--- config.mk ---
export PLATFORM = sky130hd
export DESIGN_NAME = hjs_ram
export DESIGN_NICKNAME = d
export VERILOG_FILES = /design/src/rtl/heat_jacobi_stencil_defines.svh /design/src/rtl/hjs_ram.sv
export SDC_FILE = /design/constraint.sdc
export NUM_CORES = 1
export LEC_CHECK = 0
export BUFFER_PORTS_ARGS = -buffer_cell sky130_fd_sc_hd__buf_2
export CORE_AREA = 3 3 127 129
export CTS_CLUSTER_SIZE = 8
export DETAILED_ROUTE_END_ITERATION = 7
export DIE_AREA = 0 0 130 132
export PLACE_DENSITY = 0.49
export RECOVER_POWER = 25
export SETUP_SLACK_MARGIN = 0.4
export SLEW_MARGIN = 10
export SYNTH_ARGS = -nofsm -noshare
export SYNTH_HDL_FRONTEND = slang
export SYNTH_SLANG_ARGS = --single-unit
--- constraint.sdc ---
create_clock -name clk -period 5.5 [get_ports clk]
set_clock_uncertainty 0.15 [all_clocks]
set_input_delay 1.65 -clock clk [delete_from_list [all_inputs] [get_ports clk]]
set_output_delay 1.65 -clock clk [all_outputs]
set_load 0.05 [all_outputs]
--- src/rtl/heat_jacobi_stencil_defines.svh ---
// ----------------------------------------------------------------------------
// Heat Jacobi stencil assertion macros
// Shared property wrappers for the stencil RTL; they expect clk and rst_n.
// ----------------------------------------------------------------------------
`ifndef HEAT_JACOBI_STENCIL_DEFINES_SVH
`define HEAT_JACOBI_STENCIL_DEFINES_SVH

// Condition must hold at every clock edge out of reset.
`define HJS_ASSERT_ALWAYS(label, cond, msg) \
  label: assert property (@(posedge clk) disable iff (!rst_n) (cond)) \
    else $error(msg);

// Consequent must hold in the cycle after the antecedent.
`define HJS_ASSERT_NEXT(label, ante, cons, msg) \
  label: assert property (@(posedge clk) disable iff (!rst_n) (ante) |=> (cons)) \
    else $error(msg);

`endif

--- src/rtl/hjs_ram.sv ---
// ----------------------------------------------------------------------------
// hjs_ram
// Generic single-write, single-read RAM with registered read data.
// ----------------------------------------------------------------------------
`timescale 1ns / 1ps

module hjs_ram #(
  parameter int WIDTH = 8,
  parameter int DEPTH = 16
) (
  input  logic                     clk,
  input  logic                     wr_en,
  input  logic [$clog2(DEPTH)-1:0] wr_addr,
  input  logic [WIDTH-1:0]         wr_data,
  input  logic                     rd_en,
  input  logic [$clog2(DEPTH)-1:0] rd_addr,
  output logic [WIDTH-1:0]         rd_data
);

  logic [WIDTH-1:0] mem [DEPTH];
  logic [WIDTH-1:0] rd_data_r;

  always_ff @(posedge clk) begin
    if (wr_en) begin
      mem[wr_addr] <= wr_data;
    end
    if (rd_en) begin
      rd_data_r <= mem[rd_addr];
    end
  end

  assign rd_data = rd_data_r;

endmodule

Yosys cells after proc, flatten, opt, wreduce, memory -nomap -nowiden
Memories as Yosys holds them, arrays and structs flattened. A register that Yosys moved wholly into a read port is not among the register bits.
Cells that the tools add are included.
{"block": "word_totals", "wordCells": 3, "register_bits": 0, "memories": 1, "input_bits": 19, "output_inout_bits": 8, "ram_bits": 128}
{"block": "classes", "mux": 2}
{"memory": "mem", "depth": 16, "width": 8, "rd": 1, "rd_ports_with_merged_regs": 1, "write_ports": 1, "line_no": "hjs_ram.sv:20", "text": "logic [WIDTH-1:0] mem [DEPTH];"}
{"operator": "1-bit 2-to-1 mux", "count": 2}

Depth between registers and ports, before layout
{"block": "depth", "word_depth": 2, "mapped_depth": 5, "mapped_depth_nobuf": 3}

Least setup slack after synthesis
Ideal clock, no wire load.
{"block": "synth_timing", "path_kind": "in2reg", "startpoint": "input port wr_addr[2]", "endpoint": "memory mem[0][0] (enable)", "setup_time_ns": 0.383, "required_time_ns": 4.967, "stages": 2, "path_buffers": 0, "path_slack_ns": 2.207, "t_arrival_ns": 2.760, "cell_sequence": "or3b_2 > nor3_1"}
{"element": "start: declaration", "line_no": "hjs_ram.sv:13", "text": "input logic [$clog2(DEPTH)-1:0] wr_addr,"}
{"element": "end: declaration", "line_no": "hjs_ram.sv:20"}
Straight into the memory's write port.

==> metrics.yaml <==
placement:
  io_buffers: 26
  gp_congestion: 0.669
  hpwl_mm: 6.31
synth:
  syn-instance-count: 229
  ys_seq_area_frac: 0.781
  yosysWarningCount: 0
  synth_area_mm2: 0.00523
  avgSynthCellArea_um2: 22.8
  synthDistinctLibCells: 18
  ys_ff_latch: 136
  synth_fp_nets: 248
worst_setup_path:
  crit_path_start: "rd_addr[0]"
  reg2reg_from: "mem[0][5]"
  arrival_ns: 3.53
  worstPathCellList: "buf_2 > buf_4 > mux4_1 > a22oi_1 > nand2_1"
  cp_slowest_stage_delay_ns: 0.74
  crit_type: "in2reg"
  critPathCaptureType: "flip-flop"
  critPathRequiredTime_ns: 5.50
  critPathLaunchType: "input port"
  cp_slowest_cell: "buf_2"
  crit_fanout: 30
die:
  dieArea_mm2: 0.0172
  fp.dieH_um: 132
  die_w_um: 130
  coreArea_mm2: 0.0151
  io_pins: 27
  start_util: 0.345
  rows: 45
clock_tree:
  postCtsHoldBufs: 0
  ctsResizeCount: 0
  cts_max_level: 4
  cts.sinks: 136
  insertion_delay_ns: 0.40
  cts-root-buf: "clkbuf_16"
  clk_path_buf_depth: 2
  clk_pin_slew_ns: 0.05
  post_cts_buffers: 0
  cts_tree: "yes"
  cts_buffers: 17
detailed_routing:
  first_pass_iters: 4
  drtAntennaViolNets: 0
  vias: 2309
  wl_mm: 10.3
  drc: 0
  drtIter0Drc: 175
  routed_via_density: 4.94
  wl_per_cell_um: 22.1
global_routing:
  grt_pass1_vias: 2463
  grt_antenna_before_repair: 0
  grt_use_met2: 0.202
  grt.busiest_layer: "met2"
  grt_pass1_wl_mm: 15.6
  grt_overflow: 0
  grt_use_met3: 0.0308
  met1_usage: 0.180
  grt_util_all_layers: 0.129
  grt_max_degree: 33
finish:
  area_delta_synth_final_pct: 15.4
  fill_cells: 1317
  regArea_mm2: 0.00408
  layout-drive-gt1-share: 0.251
  n_antenna_cell: 0
  multi_input_area_mm2: 0.00108
  utilization: 0.398
  nNetsFinal: 285
pwr:
  powerDensity_mw_per_mm2: 371
  p_leak_nw: 1.95
  vdd_drop_max_uv: 197
timing:
  rsz0062_at_grt: "no"
  drv_slew: 0
  setup-violations-final: 0
  hold_viol: 0
  fin_tns_setup_ns: 0
  period_share: 0.642
  worst_pin_slew_ns: 1.03
  relSlewSlack: 0.313
  fin_crit_ns: 3.53
  fmax_mhz: 283
hold_path:
  hp-class: "reg2reg"
  hp-start: "mem[6][1]"
status:
  status: "finished, final reports clean"
flow_run:
  maxCapViolCount: 0
[synthesized netlist by cell type (all sizes together)]
master	n	share of area
nand3b	2	0.0029
clkdlybuf4s25	3	0.0057
nand3	1	0.00096
edfxtp	136	0.78
or3b	1	0.0017
nand2b	2	0.0024
nor3	4	0.0038
mux4	32	0.15
nor2	13	0.0093
and2b	1	0.0014
nand2	9	0.0065
a22oi	16	0.023
and2	1	0.0012
nor2b	1	0.0012
buf	7	0.011
[cell families (layout without fill, tap and decap cells)]
family / after synthesis / in the layout / share of synthesized area
flops: 136 / 136 / 0.781
simple gates: 35 / 35 / 0.0314
mux: 32 / 32 / 0.148
compound gates: 16 / 16 / 0.0230
buf+inv: 10 / 60 / 0.0165
[routing by layer]
layer,wire [µm],vias to the layer above
met2,5090,55
met4,109,0
met1,4750,1194
met5,0,-
met3,396,7
li1,-,1053
[final cells by class]
type,count,share of cell area
repair buffers,28,0.0228
well taps,188,0.0390
clock buffers,19,0.0718
clock inverters,13,0.0106
multi-input cells,83,0.179
flip-flops and latches,136,0.677
[report_power, final]
group          internal, W  switching, W
registers          0.00117    0.00000605
logic            0.0000405     0.0000772
clock network     0.000561      0.000383
[worst paths after layout]
kind / slack (ns) / endpoint / cells past startpoint
hold reg to reg: 0.60 / rd_data[1] / 3
setup / recovery: 1.97 / rd_data[2] / 5
hold / removal: 0.60 / rd_data[1] / 3
setup reg to reg: 3.85 / rd_data[5] / 3
[flip-flops by register name, indices dropped and copies added, names as in the netlist]
name and count:
mem 128, rd_data 8
[layout by cell type (no fill, tap or decap)]
master        n
a22oi_1      16
nor2b_1       1
clkinv_2      6
and2b_1       1
mux4_1       14
buf_4         2
nand3_1       1
clkinv_1      5
clkbuf_16    17
clkinvlp_4    2
nor2_1       13
nand3b_1      2
edfxtp_1    136
nand2_1       9
nand2b_1      2
and2_1        1
mux4_2       18
or3b_2        1
buf_2        20
nor3_2        4
clkbuf_1      8
[per-stage QoR]
stage	power (W)	cells	hold slack (ns)	setup slack (ns)	instance area [µm²]
after floorplan	0.00127	229	0.555	2.21	5230
after global placement	0.00132	435	0.578	1.45	5540
after detailed placement	0.00132	435	0.584	1.47	5540
after CTS	0.00226	467	0.598	1.89	6040
after global routing	0.00231	467	0.634	1.77	6030
final	0.00224	467	0.596	1.97	6030
[worst max-delay path, delay by kind of cell]
kind / cells / cell delay (ns)
AOI/OAI and AO/OA: 1 / 0.26
muxes: 1 / 0.54
buffers and inverters: 2 / 0.99
and+or+nand+nor: 1 / 0.08
(Power assumes the default switching activity.)
