--- src/rtl/heat_jacobi_stencil_defines.svh ---
// ----------------------------------------------------------------------------
// Heat Jacobi stencil assertion macros
// Shared property wrappers for the stencil RTL; they expect clk and rst_n.
// ----------------------------------------------------------------------------
`ifndef HEAT_JACOBI_STENCIL_DEFINES_SVH
`define HEAT_JACOBI_STENCIL_DEFINES_SVH

// Condition must hold at every clock edge out of reset.
`define HJS_ASSERT_ALWAYS(label, cond, msg) \
  label: assert property (@(posedge clk) disable iff (!rst_n) (cond)) \
    else $error(msg);

// Consequent must hold in the cycle after the antecedent.
`define HJS_ASSERT_NEXT(label, ante, cons, msg) \
  label: assert property (@(posedge clk) disable iff (!rst_n) (ante) |=> (cons)) \
    else $error(msg);

`endif

--- src/rtl/hjs_pkg.sv ---
// ----------------------------------------------------------------------------
// hjs_pkg
// Sizes, register codes, types and helpers for the heat Jacobi stencil.
// ----------------------------------------------------------------------------
`timescale 1ns / 1ps

package hjs_pkg;

  localparam int MAX_GRID   = 1024;
  localparam int MIN_GRID   = 3;
  localparam int TEMP_BITS  = 16;
  localparam int SIZE_W     = 11;                    // grid_size register width
  localparam int COL_W      = $clog2(MAX_GRID);      // column / line store address
  localparam int N_W        = $clog2(MAX_GRID + 2);  // grid size and row count (0..n+1)
  localparam int CFG_ADDR_W = 2;
  localparam int CFG_DATA_W = 16;
  localparam int MEM_W      = 2 * TEMP_BITS + 1;     // {fire, upper row, middle row}

  typedef logic [TEMP_BITS-1:0] temp_t;
  typedef logic [COL_W-1:0]     col_t;
  typedef logic [N_W-1:0]       cnt_t;

  typedef enum logic [CFG_ADDR_W-1:0] {
    REG_GRID_SIZE  = 2'd0,
    REG_FIRE_LEVEL = 2'd1,
    REG_WALL_LEVEL = 2'd2
  } cfg_reg_t;

  // Classification of the cell that the current input position finishes.
  typedef struct packed {
    logic emit;       // a result is due for this beat
    logic border;     // finished cell sits on the grid border
    logic last;       // finished cell is the final one of the grid
    logic first_col;  // input position is in column zero
  } cell_info_t;

  // Clamp a written grid size into MIN_GRID..MAX_GRID.
  function automatic cnt_t clamp_size(input logic [SIZE_W-1:0] val);
    logic [SIZE_W+N_W-1:0] wide;
    wide = {{N_W{1'b0}}, val};
    if (wide < (SIZE_W+N_W)'(MIN_GRID)) begin
      return N_W'(MIN_GRID);
    end else if (wide > (SIZE_W+N_W)'(MAX_GRID)) begin
      return N_W'(MAX_GRID);
    end
    return wide[N_W-1:0];
  endfunction

endpackage

--- src/rtl/hjs_calc.sv ---
// ----------------------------------------------------------------------------
// hjs_calc
// Five-point update: wall, fire or truncated mean of four neighbors.
// ----------------------------------------------------------------------------
`timescale 1ns / 1ps

module hjs_calc (
  input  logic          border,
  input  logic          fire,
  input  hjs_pkg::temp_t wall_level,
  input  hjs_pkg::temp_t fire_level,
  input  hjs_pkg::temp_t up,
  input  hjs_pkg::temp_t down,
  input  hjs_pkg::temp_t left,
  input  hjs_pkg::temp_t right,
  output hjs_pkg::temp_t new_temp
);
  import hjs_pkg::*;

  logic [TEMP_BITS+1:0] sum;

  assign sum = (TEMP_BITS+2)'(up) + (TEMP_BITS+2)'(down) +
               (TEMP_BITS+2)'(left) + (TEMP_BITS+2)'(right);

  always_comb begin
    priority if (border) begin
      new_temp = wall_level;
    end else if (fire) begin
      new_temp = fire_level;
    end else begin
      new_temp = sum[TEMP_BITS+1:2];
    end
  end

endmodule

--- config.mk ---
export PLATFORM = sky130hd
export DESIGN_NAME = hjs_calc
export DESIGN_NICKNAME = d
export VERILOG_FILES = /design/src/rtl/heat_jacobi_stencil_defines.svh /design/src/rtl/hjs_pkg.sv /design/src/rtl/hjs_calc.sv
export SDC_FILE = /design/constraint.sdc
export NUM_CORES = 1
export LEC_CHECK = 0
export ABC_AREA = 1
export BUFFER_PORTS_ARGS = -buffer_cell sky130_fd_sc_hd__buf_2
export CAP_MARGIN = 20
export CELL_PAD_IN_SITES_DETAIL_PLACEMENT = 1
export CELL_PAD_IN_SITES_GLOBAL_PLACEMENT = 2
export CORE_UTILIZATION = 21
export DETAILED_ROUTE_END_ITERATION = 8
export GPL_ROUTABILITY_DRIVEN = 0
export PLACE_DENSITY_LB_ADDON = 0.1
export SLEW_MARGIN = 20
export SYNTH_ARGS = -nofsm -noshare
export SYNTH_HDL_FRONTEND = slang
export SYNTH_SLANG_ARGS = --single-unit
--- constraint.sdc ---
create_clock -name vclk -period 4
set_input_delay 0.8 -clock vclk [all_inputs]
set_output_delay 0.8 -clock vclk [all_outputs]
set_load 0.01 [all_outputs]
* Yosys cells after proc, flatten, opt, wreduce, memory -nomap -nowiden
Cells that the tools add are included.
Widths: inputs -> output; s select.
** Cells by class
- $add $sub $neg :: 3
- Multiplexer cells :: 2
** Operators by type and width (number)
- $mux 16 :: 2
- $add 17x16->18 :: 1
- $add 18x16->18 :: 1
- $add 16x16->17 :: 1
** Word-level totals
- Bits in registers :: 0
- Logic and storage cells :: 5

* Logic depth before layout (Yosys ltp)
- Depth in word-level cells :: 5
- Depth in mapped cells :: 19

* Worst setup path before layout
Ideal clock, no wire load.
- Kind :: input port to output port
- Start point :: input up[1]
- End point :: output new_temp[13]
- Slack :: -27 ps
- Buffers on the path :: 0
- Data required time :: 3200 ps
- Stages :: 19
- Arrival time :: 3227 ps
- Cells stage by stage :: inv_1 > fa_1 > inv_1 > fa_1 > nand2_1 > nor2_1 > inv_1 > fa_1 > inv_1 > nand3_1 > nand2_2 > nand3_1 > nand2_1 > nand2_1 > nand2_1 > nand2_1 > nand3_1 > nand2_1 > nand2_1
** Between the ends
- Word-level cells in the longest chain between the ends :: 5
** Ends and longest elaborated chain
- from (decl) :: line hjs_calc.sv:12 : input hjs_pkg::temp_t up,
- $add 16x16->17 :: line hjs_calc.sv:22 : assign sum = (TEMP_BITS+2)'(up) + (TEMP_BITS+2)'(down) +
- $add 17x16->18 :: line hjs_calc.sv:22
- $add 18x16->18 :: line hjs_calc.sv:23 : (TEMP_BITS+2)'(left) + (TEMP_BITS+2)'(right);
- $mux 16 :: line hjs_calc.sv:28 : end else if (fire) begin
- $mux 16 :: line hjs_calc.sv:26 : priority if (border) begin
- to (decl) :: line hjs_calc.sv:16 : output hjs_pkg::temp_t new_temp
No other way between the ends.

* Final worst setup path
- Start point :: input left[1]
- End point :: output new_temp[3]
** Between the ends
- Word-level cells in the longest chain between the ends :: 4
** Ends and longest elaborated chain
- from (decl) :: line hjs_calc.sv:14 : input hjs_pkg::temp_t left,
- $add 17x16->18 :: line hjs_calc.sv:22
- $add 18x16->18 :: line hjs_calc.sv:23
- $mux 16 :: line hjs_calc.sv:28
- $mux 16 :: line hjs_calc.sv:26
No other way between the ends.

==> results.sh <==
export IMPL_switching_share_pct=51.3
export IMPL_nFillCells=1375
export IMPL_io_buffers=114
export IMPL_layout_drive_gt1_share_pct=43.9
export IMPL_dieArea_um2=11100
export IMPL_fmaxAchievable_mhz=235
export IMPL_num_io_pins=114
export IMPL_syn_nets=529
export IMPL_core_area_um2=10300
export IMPL_relSlewSlack_pct=50.8
export IMPL_stdcell_count=665
export IMPL_syn_area_um2=2240
export IMPL_drt_initial_drc_count=32
export IMPL_gr_total_overflow=0
export IMPL_nClkBuffers=0
export IMPL_fp_dieW_um=105
export IMPL_internal_power_uw=645
export IMPL_yosys_warnings=0
export IMPL_leakage_nw=2.15
export IMPL_period_share_pct=106
export IMPL_dieHeight_um=105
export IMPL_cp_required_ns=3.20
export IMPL_antennaDiodeCount=0
export IMPL_grt_max_degree=30
export IMPL_fin_hold_ws_ns=1.89
export IMPL_drc=0
export IMPL_cp_data_arrival_time_ns=3.45
export IMPL_p_comb_share_pct=100.0
export IMPL_worstSetupPathType="in -> out"
export IMPL_timing_final_hold_violations=0
export IMPL_drv_cap=0
export IMPL_grt_pass1_vias=2862
export IMPL_violations="negative setup slack"
export IMPL_peakVddDrop_uv=111
export IMPL_dp_cells=654
export IMPL_std_cell_rows=37
export IMPL_vias_per_cell=4.02
export IMPL_fin_util_pct=35.3
export IMPL_rsz0062_at_grt="true"
export IMPL_firstDrtPassIters=4
export IMPL_avgSynthCellArea_um2=5.83
export IMPL_yosysUniqueCellTypes=24
export IMPL_critPathLaunchType="input pin"
export IMPL_antenna_found_initial=0
export IMPL_p_sw_uw=679
export IMPL_clkPwrFrac_pct=0
export IMPL_yosysSeqAreaShare_pct=0
export IMPL_area_growth_pct=62.7
export IMPL_setup_viol=11
export IMPL_seq_cells=0
export IMPL_p_total_mw=1.32
export IMPL_dp_final_hpwl_um=5800
export IMPL_cp_end_kind="primary output"
export IMPL_period_needed_ns=4.25
export IMPL_power_density_nw_per_um2=364
export IMPL_outcome="finished with violations"
export IMPL_grtUsageTotal_pct=12.4
export IMPL_p_seq_share_pct=0
export IMPL_routed_wl_um=6640
export IMPL_num_vias=2676
export IMPL_ant_nets=0
export IMPL_grt_pass1_wl_um=11800
export IMPL_fin_ws_ns=-0.253
export IMPL_seq_area_um2=0
export IMPL_multi_input_area_um2=2080
export IMPL_initial_utilization_pct=21.7
export IMPL_synth_cells=384
export IMPL_hold_class="in -> out"
export IMPL_crit_path_max_fanout=3
export IMPL_avgRoutedWirePerCell_um=9.98
export IMPL_worst_pin_slew_ns=0.737
export IMPL_nNetsFinal=676
export IMPL_finalMaxSlewViolations=0
## stage by stage
stage / setup TNS (ns) / area, um2 / setup slack [ns]
2_1_floorplan: 0 / 2240 / 0.0161
3_3_place_gp: -2.90 / 3140 / -0.322
3_5_place_dp: -3.29 / 3140 / -0.375
4_1_cts: -1.93 / 3420 / -0.266
5_1_grt: -4.12 / 3640 / -0.397
6_report: -1.75 / 3640 / -0.253
## cells by family (layout without fill, tap and decap cells)
| logic type | Yosys count | after routing | synth area share, % |
|---|---|---|---|
| AOI/OAI and AO/OA | 27 | 27 | 6.26 |
| xor gates and xnor gates | 6 | 6 | 2.35 |
| adders and majority gates | 47 | 47 | 37.0 |
| buffers and inverters | 137 | 282 | 23.5 |
| and+or+nand+nor | 167 | 167 | 30.9 |
## path summary, 6_finish.rpt
kind / start / endpoint / slack [ns] / depth (start not counted)
worst min-delay path: wall_level[13] / new_temp[13] / 1.89 / 4
worst max-delay path: left[1] / new_temp[3] / -0.25 / 18
## worst max-delay path: stages
cell	delay (ns)
buf_6	0.07
inv_2	0.03
fa_1	0.56
inv_2	0.04
fa_1	0.47
nand2_1	0.06
nor2_2	0.09
inv_1	0.07
fa_2	0.36
inv_2	0.06
nand3_2	0.07
nand2_4	0.10
buf_6	0.10
buf_6	0.08
xor2_1	0.12
nand2_1	0.07
a21oi_1	0.16
buf_2	0.15
## placed cells by master (no fill, tap or decap), types with 14 or more instances in the layout
cell type / instances
buf_2: 109
buf_4: 31
fa_1: 29
ha_4: 14
inv_1: 110
inv_2: 21
nand2_1: 83
nand2_2: 16
nand3_1: 16
nor2_1: 30
## area by class of cell
class | instances | area share [%]
timing repair buffer | 151 | 24.8
inverter | 131 | 13.5
multi-input combinational | 247 | 57.0
tap | 136 | 4.67
## routing by layer
| metal | track usage [%] | up-vias | wire (um) |
|---|---|---|---|
| li1 | - | 1377 | - |
| met1 | 14.1 | 1248 | 2650 |
| met2 | 26.5 | 49 | 3790 |
| met3 | 0.186 | 2 | 178 |
| met4 | 0 | 0 | 19 |
| met5 | 0 | - | 0 |
## power by group through the flow
| stage | combinational, mW | sequential [mW] | clock, mW |
|---|---|---|---|
| after floorplan | 0.604 | 0 | 0 |
| after detailed placement | 1.01 | 0 | 0 |
| final | 1.32 | 0 | 0 |
| after CTS | 1.18 | 0 | 0 |
| after global placement | 0.998 | 0 | 0 |
| after global routing | 1.50 | 0 | 0 |
## synth_stat cells, types with 3 or more instances
| library cell | n | area [um2] |
|---|---|---|
| inv_1 | 130 | 488 |
| nand2_1 | 100 | 375 |
| fa_1 | 32 | 641 |
| nor2_1 | 32 | 120 |
| nand3_1 | 20 | 100 |
| a21oi_1 | 16 | 80.1 |
| ha_1 | 15 | 188 |
| o21ai_0 | 6 | 30.0 |
| xor2_1 | 6 | 52.6 |
| nor3_1 | 5 | 25.0 |
| buf_2 | 4 | 20.0 |
| nand2_2 | 4 | 25.0 |
| o21ai_1 | 3 | 15.0 |
## repair_timing
action	CTS	global route
buffers inserted	3	9
pin swaps	24	27
hold buffers	0	0
endpoints found under the setup margin	16	16
gates resized for setup	46	55
cloned	0	0
(Power assumes the default switching activity.)
