## config.mk

```make
export PLATFORM = sky130hd
export DESIGN_NAME = hjs_pos
export DESIGN_NICKNAME = d
export VERILOG_FILES = /design/src/rtl/hjs_pkg.sv /design/src/rtl/hjs_pos.sv
export VERILOG_INCLUDE_DIRS = /design/src /design/src/rtl
export SDC_FILE = /design/constraint.sdc
export NUM_CORES = 1
export LEC_CHECK = 0
export BUFFER_PORTS_ARGS = -buffer_cell sky130_fd_sc_hd__buf_2
export CORE_MARGIN = 1.5
export CORE_UTILIZATION = 55
export CTS_BUF_LIST = sky130_fd_sc_hd__clkbuf_4
export DETAILED_ROUTE_END_ITERATION = 10
export PLACE_DENSITY = 0.77
export SYNTH_ARGS = -nofsm -noshare
export SYNTH_HDL_FRONTEND = slang
export SYNTH_SLANG_ARGS = --single-unit
```

## constraint.sdc

```tcl
create_clock -name clk -period 10.8 [get_ports clk]
set_clock_uncertainty 0.15 [all_clocks]
set_input_delay 2.7 -clock clk [delete_from_list [all_inputs] [get_ports clk]]
set_output_delay 2.7 -clock clk [all_outputs]
set_load 0.03 [all_outputs]
```

## src/rtl/heat_jacobi_stencil_defines.svh

```systemverilog
// ----------------------------------------------------------------------------
// Heat Jacobi stencil assertion macros
// Shared property wrappers for the stencil RTL; they expect clk and rst_n.
// ----------------------------------------------------------------------------
`ifndef HEAT_JACOBI_STENCIL_DEFINES_SVH
`define HEAT_JACOBI_STENCIL_DEFINES_SVH

// Condition must hold at every clock edge out of reset.
`define HJS_ASSERT_ALWAYS(label, cond, msg) \
  label: assert property (@(posedge clk) disable iff (!rst_n) (cond)) \
    else $error(msg);

// Consequent must hold in the cycle after the antecedent.
`define HJS_ASSERT_NEXT(label, ante, cons, msg) \
  label: assert property (@(posedge clk) disable iff (!rst_n) (ante) |=> (cons)) \
    else $error(msg);

`endif

```

## src/rtl/hjs_pkg.sv

```systemverilog
// ----------------------------------------------------------------------------
// hjs_pkg
// Sizes, register codes, types and helpers for the heat Jacobi stencil.
// ----------------------------------------------------------------------------
`timescale 1ns / 1ps

package hjs_pkg;

  localparam int MAX_GRID   = 1024;
  localparam int MIN_GRID   = 3;
  localparam int TEMP_BITS  = 16;
  localparam int SIZE_W     = 11;                    // grid_size register width
  localparam int COL_W      = $clog2(MAX_GRID);      // column / line store address
  localparam int N_W        = $clog2(MAX_GRID + 2);  // grid size and row count (0..n+1)
  localparam int CFG_ADDR_W = 2;
  localparam int CFG_DATA_W = 16;
  localparam int MEM_W      = 2 * TEMP_BITS + 1;     // {fire, upper row, middle row}

  typedef logic [TEMP_BITS-1:0] temp_t;
  typedef logic [COL_W-1:0]     col_t;
  typedef logic [N_W-1:0]       cnt_t;

  typedef enum logic [CFG_ADDR_W-1:0] {
    REG_GRID_SIZE  = 2'd0,
    REG_FIRE_LEVEL = 2'd1,
    REG_WALL_LEVEL = 2'd2
  } cfg_reg_t;

  // Classification of the cell that the current input position finishes.
  typedef struct packed {
    logic emit;       // a result is due for this beat
    logic border;     // finished cell sits on the grid border
    logic last;       // finished cell is the final one of the grid
    logic first_col;  // input position is in column zero
  } cell_info_t;

  // Clamp a written grid size into MIN_GRID..MAX_GRID.
  function automatic cnt_t clamp_size(input logic [SIZE_W-1:0] val);
    logic [SIZE_W+N_W-1:0] wide;
    wide = {{N_W{1'b0}}, val};
    if (wide < (SIZE_W+N_W)'(MIN_GRID)) begin
      return N_W'(MIN_GRID);
    end else if (wide > (SIZE_W+N_W)'(MAX_GRID)) begin
      return N_W'(MAX_GRID);
    end
    return wide[N_W-1:0];
  endfunction

endpackage

```

## src/rtl/hjs_pos.sv

```systemverilog
// ----------------------------------------------------------------------------
// hjs_pos
// Raster position counters and classification of the finished cell.
// ----------------------------------------------------------------------------
`timescale 1ns / 1ps
`include "heat_jacobi_stencil_defines.svh"

module hjs_pos (
  input  logic               clk,
  input  logic               rst_n,
  input  logic               advance,
  input  logic               restart,
  input  hjs_pkg::cnt_t      grid_n,
  output hjs_pkg::col_t      col,
  output hjs_pkg::cell_info_t info
);
  import hjs_pkg::*;

  col_t col_r, col_nxt;
  cnt_t row_r, row_nxt;
  cnt_t n_plus1;
  cnt_t col_inc;
  cnt_t col_ext;

  assign n_plus1 = grid_n + N_W'(1);
  assign col_ext = N_W'(col_r);
  assign col_inc = col_ext + N_W'(1);

  always_comb begin
    info.first_col = (col_r == '0);
    info.emit      = (row_r >= N_W'(2)) || ((row_r == N_W'(1)) && !info.first_col);
    info.border    = info.first_col || (row_r == N_W'(1)) || (row_r >= grid_n) ||
                     (col_r == COL_W'(1));
    info.last      = info.first_col && (row_r == n_plus1);
  end

  always_comb begin
    col_nxt = col_r;
    row_nxt = row_r;
    priority if (restart) begin
      col_nxt = '0;
      row_nxt = '0;
    end else if (advance) begin
      if (row_r >= n_plus1) begin
        col_nxt = '0;
        row_nxt = '0;
      end else if (col_inc >= grid_n) begin
        col_nxt = '0;
        row_nxt = row_r + N_W'(1);
      end else begin
        col_nxt = col_inc[COL_W-1:0];
      end
    end else begin
      // hold the position
      col_nxt = col_r;
      row_nxt = row_r;
    end
  end

  always_ff @(posedge clk) begin
    if (!rst_n) begin
      col_r <= '0;
      row_r <= '0;
    end else begin
      col_r <= col_nxt;
      row_r <= row_nxt;
    end
  end

  assign col = col_r;

  `HJS_ASSERT_ALWAYS(a_col_in_grid, col_ext < grid_n, "column counter beyond grid size")
  `HJS_ASSERT_ALWAYS(a_row_in_flush, row_r <= n_plus1, "row counter beyond flush row")

endmodule

```

# == Word-level counts from Yosys, hierarchy flattened ==
# Index checks and enable logic that the tools add are counted.
# op_classes
reduce_logical,11
bitwise_logic,1
addsub,3
n_eq_ne,3
shift,0
mul,0
div_mod_pow,0
order_cmp,4
mux,4
# ops
op,n
>= comparator 11 bit,3
adder 11 x 1 -> 11 bit (second input constant),2
two-way mux 11 bit,2
two-way mux 10 bit,2
adder 10 x 1 -> 11 bit (second input constant),1
== test 11 x 1 -> 1 bit (second input constant),1
== test 11 bit,1
>= comparator 11 x 2 -> 1 bit (second input constant),1
== test 10 x 1 -> 1 bit (second input constant),1
zero test 10 bit,1
logical OR 1 bit,4
logical AND 1 bit,2
AND reduction 2 bit,1
nonzero test 2 bit,1
OR reduction 2 bit,1
zero test 1 bit,1
inverter 1 bit,1
# totals
regBits,21
mem_count,0
mem_bits_ro,0
latchBits,0
elab_cells,28
in_bits,15
output_inout_bits,14
ramBits,0

# == Longest topological paths before layout ==
# Gate-level depths: netlist of run 1.
# logic_depth
ltp_word,4
mapped_depth,13
mapped_depth_nobuf,12

# == Worst setup path after synthesis of run 1 ==
# OpenSTA, ideal clock, no wires.
# synth_path
path_kind,input to output
start,input grid_n[4]
end,output info[1] (netlist bit)
stages,9
path_slack_ps,3350
arrival_ps,4600
path_cell_list,inv_1 -> nor3_1 -> nand2_1 -> or3_1 -> xnor2_1 -> ha_1 -> and4_4 -> and3_4 -> and3_1
# synth_lines
element,line_no,source
from (decl),hjs_pos.sv:13,"input hjs_pkg::cnt_t grid_n,"
to (decl),hjs_pos.sv:15,output hjs_pkg::cell_info_t info

==> results of run 1 <==
-- layer usage --
layer  vias up  GRT usage, %  wire, µm
met5         -             0         0
met4         0          4.69        42
met3         4          3.77       206
met2        46          43.1      2200
met1       874          33.6      2450
li1       1014             -         -
-- registers in the layout, summed over array words and instances, names as in the netlist --
name   count
col       10
row_r     11
-- per-stage QoR --
step / cells / worst slack, ns / hold slack [ns] / util, % / cell area (µm²)
after detailed placement: 327 / 3.12 / 0.368 / 62.1 / 2310
final: 331 / 3.10 / 0.390 / 62.9 / 2340
after floorplan: 258 / 3.35 / 0.329 / - / 2150
after global routing: 331 / 2.95 / 0.397 / 62.9 / 2340
after CTS: 331 / 3.12 / 0.388 / 62.9 / 2340
after global placement: 327 / 3.18 / 0.366 / 62.1 / 2310
-- layout make-up --
| cell class | count | area, µm² | share of cell area (%) |
|---|---|---|---|
| repair buffers | 29 | 148 | 6.32 |
| flip-flops and latches | 21 | 420 | 18.0 |
| inverters | 21 | 78.8 | 3.37 |
| well taps | 48 | 60.1 | 2.57 |
| clock buffers | 4 | 30.0 | 1.29 |
| multi-input cells | 208 | 1600 | 68.5 |
-- path summary, 6_finish.rpt --
path	from	to	slack, ns	depth (start not counted)
setup reg to reg	col[2]$_SDFFE_PP0P_	row_r[5]$_SDFFE_PP0P_	7.30	11
hold / removal	col[9]$_SDFFE_PP0P_	col[9]$_SDFFE_PP0P_	0.39	2
setup / recovery	grid_n[2]	info[1]	3.10	11
hold reg to reg	col[9]$_SDFFE_PP0P_	col[9]$_SDFFE_PP0P_	0.39	2
-- cell usage in the layout (no fill, tap or decap), types with 6 or more instances in the layout --
cell type	n
ha_1	40
buf_2	28
inv_1	21
dfxtp_1	21
nand2_1	20
nand3_1	18
xnor2_1	14
o21ai_0	11
a21oi_1	9
nor3_1	8
nand4_1	8
nand2b_1	6
nor2_1	6
and3_1	6
a32o_1	6
-- cell usage after synthesis (2+ instances only) --
cell type,number
mux2i_1,4
buf_2,2
nor3b_1,3
nor4_1,3
nor2_1,6
clkbuf_1,2
a21o_1,4
nand4_1,8
xnor2_1,14
nor3_1,8
or3_1,3
o21ai_0,11
buf_6,2
o21ai_1,3
inv_1,21
nand2_1,20
o21a_1,2
nand2b_1,6
o211ai_1,3
and4_1,2
ha_1,40
nand3_1,18
dfxtp_1,21
a31oi_1,2
and3_1,6
a21oi_1,9
a32o_1,6
xor2_1,2
nor2b_1,3
and2_1,2
-- cell families after synthesis --
group	synth area share (%)
AOI/OAI and AO/OA	18.8
xor gates and xnor gates	6.52
adders and majority gates	23.3
buffers and inverters	6.11
DFF	19.5
muxes	1.86
and+or+nand+nor	23.9
-- power groups by stage --
stage | Sequential, µW | Clock, µW | Combinational, µW
final | 78.2 | 42.3 | 28.8
after global routing | 78.4 | 46.6 | 32.6
after CTS | 78.3 | 44.7 | 28.8
after detailed placement | 80.0 | 0 | 28.5
after global placement | 80.0 | 0 | 28.0
after floorplan | 80.3 | 0 | 19.1
-- worst max-delay path: cells and delay by family --
family | cells | cell delay [ns]
simple gates | 6 | 1.36
xor+xnor | 1 | 0.14
buf+inv | 3 | 0.37
fa+ha+maj | 1 | 0.28
==> impl_metrics.csv, run 1 <==
group,metric,value,unit
outcome,status,"completed",
timing,min_period_over_period,71.3,%
placed_design,port_buffers,28,
power,p_per_area,63.9,nW/µm²
floorplan,die_x,65.5,µm
power,leakagePower,0.00111,µW
floorplan,die_h,65.5,µm
global_routing,grt_pass1_wl,8410,µm
global_routing,grt_usage,25.1,%
timing,fmax,130,MHz
synthesis,synth-edff-count,0,
synthesis,synth_seq_cells,21,
power,p_clk_share,28.3,%
setup_path,critPathKind,"input port to primary output",
power,p_int,106,µW
clock_network,h-tree-depth,1,
setup_path,path_max_fanout,4,
power,p_total,149,µW
setup_path,critPathLaunchType,"input port",
synthesis,synth_cell_type_count,52,
floorplan,die_area,4290,µm²
clock_network,clk_pin_slew_worst_paths,0.12,ns
detailed_routing,first_pass_iters,4,
clock_network,tritoncts,"done",
detailed_routing,wl,4910,µm
detailed_routing,drtAntennaViolNets,0,
timing,tightest_slew,0.692,ns
power,switching_power,43.5,µW
detailed_routing,drcViolationCount,0,
power,ir_drop,0.0000555,V
detailed_routing,drt-initial-drc-count,159,
clock_network,ctsResizeCount,0,
floorplan,placementRows,22,
timing,finalHoldViolCount,0,
global_routing,grt_start_max_net_pins,20,
detailed_routing,wl_per_cell,14.8,µm
global_routing,grt_pass1_vias,1816,
setup_path,worstSetupEndpointType,"primary output",
clock_network,clock-sinks,21,
synthesis,syn_nets,313,
synthesis,yosysWarnings,0,
setup_path,cpPeakStageDelay,0.34,ns
timing,finalSetupViolations,0,
timing,drv_slew,0,
global_routing,gr-total-overflow,0,
power,p_comb_share,19.3,%
layout,areaGrowthSynthToFinish,8.61,%
clock_network,cts-buffers-inserted,3,
timing,post-route-min-period,7.70,ns
global_routing,antenna_found_initial,0,
synthesis,synth_top_area_cell,"ha_1",
setup_path,worstPathCellList,"buf_2, inv_1, nor3_1, nand2_1, or3_1, xnor2_1, ha_1, and4_4, and3_4, and3_1, buf_2",
timing,slew_headroom,53.9,%
power,seqPwrFrac,52.4,%
synthesis,synthCells,258,
clock_network,cts_buffer_depth,2,
synthesis,synth_flop_cell,"dfxtp_1",
setup_path,cpMaxStageDelayCell,"nor3_1",
synthesis,synth_top_area_share,23.3,%
synthesis,synth_area_leaders,"ha_1, dfxtp_1, xnor2_1",
timing,rsz0062_at_grt,"no",
worst_hold_path,hp-class,"register to register",
placed_design,routabilityCongestion,0.809,
synthesis,syn_area,2150,µm²
clock_network,ctsHoldBuffers,0,
layout,nNetsFinal,339,
setup_path,cp.required,7.95,ns
synthesis,ys_seq_area_share,19.5,%
clock_network,cts-root-buf,"clkbuf_4",
clock_network,insertion_delay,0.31,ns
synthesis,async_flop_share,0,%
floorplan,io_pins,29,
synthesis,syn_avg_cell_area,8.34,µm²
placed_design,hpwl,3910,µm
timing,setup_tns,0,ns
layout,antenna_cells,0,
floorplan,start_util,57.9,%
detailed_routing,num_vias,1938,
layout,n_fill_cell,352,
layout,drive_gt1_share,13.4,%
clock_network,postCtsSetupBuffers,0,
job,drv_cap,0,
floorplan,core,3720,µm²
power,sw_frac_of_total,29.2,%
setup_path,worstPathArrival,4.85,ns
detailed_routing,routed_via_density,5.85,
setup_path,critPathMostFrequentCell,"buf_2",
(Power assumes the default switching activity.)
==> run 2: changes to the inputs <==
==> constraint.sdc (replaced) <==
create_clock -name clk -period 7.36 [get_ports clk]
set_clock_uncertainty 0.15 [all_clocks]
set_input_delay 1.84 -clock clk [delete_from_list [all_inputs] [get_ports clk]]
set_output_delay 1.84 -clock clk [all_outputs]
set_load 0.03 [all_outputs]
==> run 2 against run 1 <==
  * Flip-flop and latch count unchanged
  * Non-clock buffer count unchanged
  * Combinational power increased by 47%
  * Critical path depth unchanged
  * Final cell count unchanged
  * Clock power increased by 49%
  * Register-to-register slack got worse by 3.4 ns
  * Design area unchanged
  * Via count increased by 0.21%
  * Highest routed layer unchanged
==> impl_metrics.csv, run 2 (same netlist as run 1, synthesis figures left out) <==
group,metric,value,unit
outcome,status,"completed",
timing,min_period_over_period,81.2,%
layout,antenna_cells,0,
detailed_routing,drt-initial-drc-count,159,
placed_design,port_buffers,28,
power,ir_drop,0.0000836,V
setup_path,worstSetupEndpointType,"primary output",
floorplan,die_h,65.5,µm
detailed_routing,wl,4930,µm
power,p_total,220,µW
layout,drive_gt1_share,13.4,%
global_routing,grt_usage,25.1,%
timing,post-route-min-period,5.98,ns
global_routing,gr-total-overflow,0,
layout,areaGrowthSynthToFinish,8.61,%
layout,final_common_cell,"ha_1",
placed_design,hpwl,3910,µm
layout,nNetsFinal,339,
layout,largest_register,"row_r",
timing,finalHoldViolCount,0,
global_routing,grt_start_max_net_pins,20,
floorplan,die_area,4290,µm²
worst_hold_path,min_from,"col[9]$_SDFFE_PP0P_",
timing,fin_ws,1.38,ns
global_routing,grt_pass1_vias,1816,
placed_design,dpl-instance-area,2310,µm²
setup_path,reg2reg_setup_slack,3.85,ns
setup_path,path_max_fanout,4,
timing,finalSetupViolations,0,
detailed_routing,first_pass_iters,5,
timing,setup_tns,0,ns
clock_network,ctsResizeCount,0,
timing,rsz0062_at_grt,"no",
floorplan,placementRows,22,
clock_network,insertion_delay,0.31,ns
job,drv_cap,0,
detailed_routing,top_layer,"met4",
worst_hold_path,hold_depth,2,
detailed_routing,drcViolationCount,0,
setup_path,worstPathArrival,3.99,ns
timing,fmax,167,MHz
worst_hold_path,hold_end,"col[9]$_SDFFE_PP0P_",
detailed_routing,wl_met1,2500,µm
detailed_routing,wl_met2,2200,µm
detailed_routing,wl_met3,187,µm
power,p_per_area,94.3,nW/µm²
timing,slew_headroom,54.1,%
clock_network,cts-root-buf,"clkbuf_4",
clock_network,ctsHoldBuffers,0,
clock_network,clk_pin_slew_worst_paths,0.12,ns
setup_path,critPathKind,"input port to primary output",
clock_network,postCtsSetupBuffers,0,
setup_path,cp.required,5.37,ns
clock_network,h-tree-depth,1,
clock_network,cts_buffer_depth,2,
placed_design,pre_cts_slack,1.40,ns
clock_network,clock-sinks,21,
timing,tightest_slew,0.688,ns
floorplan,start_util,57.9,%
global_routing,grt_pass1_wl,8410,µm
floorplan,core,3720,µm²
setup_path,r2r_start,"col[2]$_SDFFE_PP0P_",
setup_path,reg2regPathDepth,11,
worst_hold_path,hp-class,"register to register",
floorplan,io_pins,29,
placed_design,routabilityCongestion,0.809,
setup_path,r2r_end,"row_r[5]$_SDFFE_PP0P_",
clock_network,tritoncts,"done",
detailed_routing,drtAntennaViolNets,0,
clock_network,cts-buffers-inserted,3,
layout,fin_area,2340,µm²
power,leakagePower,0.00111,µW
detailed_routing,num_vias,1942,
setup_path,critPathLaunchType,"input port",
floorplan,die_x,65.5,µm
detailed_routing,routed_via_density,5.87,
timing,drv_slew,0,
layout,final_cell_mix,"ha_1, buf_2, inv_1, dfxtp_1, nand2_1",
layout,largest_reg_flops,11,
global_routing,antenna_found_initial,0,
detailed_routing,wl_per_cell,14.9,µm
[run 2: cell counts in the layout (fill, tap and decap cells not counted)]
No cell type changed its count.
[run 2: final cells by class]
| cell class | instances | area, µm² |
|---|---|---|
| Multi-Input combinational cell | 208 | 1600 |
| Fill cell | 353 | 1380 |
| Sequential cell | 21 | 420 |
| Timing Repair Buffer | 29 | 148 |
| Inverter | 21 | 78.8 |
| Tap cell | 48 | 60.1 |
| Clock buffer | 4 | 30.0 |
[run 2: metal layers]
metal | global-route usage, % | vias up
met5 | 0 | -
met4 | 4.69 | 0
met3 | 3.77 | 4
met2 | 43.1 | 46
met1 | 33.6 | 879
li1 | - | 1013
[run 2: through the flow]
| stage | std cells | utilization (%) | hold slack [ns] |
|---|---|---|---|
| CTS | 331 | 62.9 | 0.388 |
| finish | 331 | 62.9 | 0.389 |
| global route | 331 | 62.9 | 0.396 |
| global placement | 327 | 62.1 | 0.366 |
| floorplan | 258 | - | 0.329 |
| detailed placement | 327 | 62.1 | 0.368 |
[run 2: how the worst max path moves through the flow]
stage / from / endpoint / slack [ns] / depth (start not counted)
6_report: grid_n[2] / info[1] / 1.38 / 11
5_1_grt: grid_n[2] / info[1] / 1.23 / 11
4_1_cts: grid_n[2] / info[1] / 1.40 / 11
3_5_place_dp: grid_n[2] / info[1] / 1.40 / 11
3_3_place_gp: grid_n[2] / info[1] / 1.46 / 11
2_1_floorplan: grid_n[4] / info[1] / 1.63 / 9
[run 2: worst max-delay path, cell delays in order]
cell     delay, ns
buf_2         0.11
inv_1         0.08
nor3_1        0.34
nand2_1       0.11
or3_1         0.33
xnor2_1       0.13
ha_1          0.27
and4_4        0.24
and3_4        0.20
and3_1        0.14
buf_2         0.18
[run 2: where the power goes]
group / internal (µW) / leakage, µW / total, µW / switching (µW)
sequential: 114 / 0.000169 / 115 / 0.796
combinational: 16.3 / 0.000919 / 42.4 / 26.0
clock: 24.9 / 0.0000184 / 63.0 / 38.1
==> run 3: changes to the inputs <==
==> constraint.sdc (replaced) <==
create_clock -name clk -period 5.97 [get_ports clk]
set_clock_uncertainty 0.15 [all_clocks]
set_input_delay 1.4925 -clock clk [delete_from_list [all_inputs] [get_ports clk]]
set_output_delay 1.4925 -clock clk [all_outputs]
set_load 0.03 [all_outputs]
==> run 3 against run 2 <==
  * Register-to-register slack got worse by 1.4 ns
  * Sequential power increased by 23%
  * Worst setup slack got worse by 0.67 ns
  * Critical endpoint unchanged
==> impl_metrics.csv, run 3 (same netlist as run 1, synthesis figures left out) <==
group,metric,value,unit
timing,fin_hold_ws,0.392,ns
power,p_comb_share,19.3,%
detailed_routing,wl_per_cell,14.7,µm
global_routing,gr-total-overflow,0,
clock_network,tritoncts,"done",
power,switching_power,77.9,µW
timing,fmax,190,MHz
detailed_routing,wl,4880,µm
placed_design,routabilityCongestion,0.805,
setup_path,worstSetupEndpointType,"primary output",
clock_network,postCtsSetupBuffers,0,
global_routing,grt_pass1_wl,8050,µm
clock_network,clock-sinks,21,
floorplan,die_area,4290,µm²
layout,nNetsFinal,340,
worst_hold_path,hold_depth,2,
floorplan,start_util,57.9,%
power,p_int,192,µW
layout,antenna_cells,0,
setup_path,crit_end,"info[1]",
power,sw_frac_of_total,28.9,%
worst_hold_path,min_from,"col[9]$_SDFFE_PP0P_",
clock_network,ctsResizeCount,0,
floorplan,die_x,65.5,µm
timing,post-route-min-period,5.26,ns
layout,areaGrowthSynthToFinish,8.96,%
placed_design,port_buffers,28,
timing,rsz0062_at_grt,"no",
timing,slew_headroom,54.9,%
layout,largest_reg_flops,11,
global_routing,grt_pass1_vias,1718,
clock_network,ctsHoldBuffers,0,
setup_path,cp.required,4.33,ns
placed_design,hpwl,3890,µm
setup_path,critPathLaunchType,"input port",
setup_path,r2r_end,"row_r[5]$_SDFFE_PP0P_",
detailed_routing,drt-initial-drc-count,103,
global_routing,grt_start_max_net_pins,20,
setup_path,critPathKind,"input port to primary output",
global_routing,antenna_found_initial,0,
power,p_per_area,115,nW/µm²
setup_path,reg2regPathDepth,11,
setup_path,path_max_fanout,4,
floorplan,io_pins,29,
layout,final_common_cell,"ha_1",
clock_network,insertion_delay,0.31,ns
floorplan,placementRows,22,
outcome,status,"completed",
power,ir_drop,0.000101,V
clock_network,cts_buffer_depth,2,
setup_path,worstPathArrival,3.62,ns
layout,largest_register,"row_r",
clock_network,cts-buffers-inserted,3,
detailed_routing,routed_via_density,5.86,
detailed_routing,drcViolationCount,0,
setup_path,reg2reg_setup_slack,2.42,ns
layout,final_cell_mix,"ha_1, buf_2, inv_1, dfxtp_1, nand2_1",
timing,min_period_over_period,88.1,%
worst_hold_path,hp-class,"register to register",
power,leakagePower,0.00111,µW
timing,drv_slew,0,
timing,finalSetupViolations,0,
power,seqPwrFrac,52.5,%
detailed_routing,drtAntennaViolNets,0,
detailed_routing,num_vias,1945,
timing,finalHoldViolCount,0,
layout,drive_gt1_share,13.7,%
setup_path,critPathLaunch,"grid_n[2]",
setup_path,r2r_start,"col[3]$_SDFFE_PP0P_",
power,p_clk_share,28.1,%
clock_network,clk_pin_slew_worst_paths,0.12,ns
detailed_routing,first_pass_iters,4,
floorplan,die_h,65.5,µm
clock_network,h-tree-depth,1,
job,drv_cap,0,
clock_network,cts-root-buf,"clkbuf_4",
timing,setup_tns,0,ns
global_routing,grt_usage,24.1,%
timing,tightest_slew,0.677,ns
floorplan,core,3720,µm²
run 3: cell types whose count changed in the layout (fill, tap and decap cells not counted):
cell | previous run | this run
buf_4 | 1 | 2
run 3: per-stage QoR:
stage	total power [µW]	std cells	setup slack, ns	cell area, µm²	utilization [%]
after detailed placement	196	328	0.726	2310	62.3
after global routing	281	332	0.534	2340	63.1
after floorplan	180	258	0.935	2150	-
after CTS	271	332	0.723	2340	63.1
final	269	332	0.710	2340	63.1
after global placement	196	328	0.762	2310	62.3
run 3: worst max-delay path, stage by stage:
cell and delay [ns]:
buf_2 0.12, inv_1 0.08, nor3_1 0.32, nand2_1 0.11, or3_1 0.33, xnor2_1 0.13
ha_1 0.27, and4_4 0.24, and3_4 0.20, and3_1 0.14, buf_2 0.18
run 3: cell type report:
type	count	area [µm²]
clock buffer	4	30.0
fill	326	1370
inverter	21	78.8
multi-input combinational	208	1600
sequential	21	420
tap	48	60.1
timing repair buffer	30	155
run 3: per-layer routing:
layer / vias up / track usage [%] / wire [µm]
met5: - / 0 / 0
met4: 0 / 3.91 / 33
met3: 5 / 3.08 / 186
met2: 38 / 40.8 / 2180
met1: 892 / 33.1 / 2470
li1: 1010 / - / -
run 3: worst min-delay path by stage:
stage                                         to  slack (ns)
after floorplan           row_r[10]$_SDFFE_PP0P_        0.33
after global placement    row_r[10]$_SDFFE_PP0P_        0.36
after detailed placement     col[9]$_SDFFE_PP0P_        0.37
after CTS                    col[9]$_SDFFE_PP0P_        0.39
after global routing      row_r[10]$_SDFFE_PP0P_        0.41
final                        col[9]$_SDFFE_PP0P_        0.39
run 3: power groups by stage:
stage	clock, µW	combinational, µW	sequential (µW)
5_1_grt	81.0	58.6	142
6_report	75.8	52.1	142
4_1_cts	77.6	52.1	141
3_3_place_gp	0	51.3	145
3_5_place_dp	0	51.7	145
2_1_floorplan	0	34.6	145
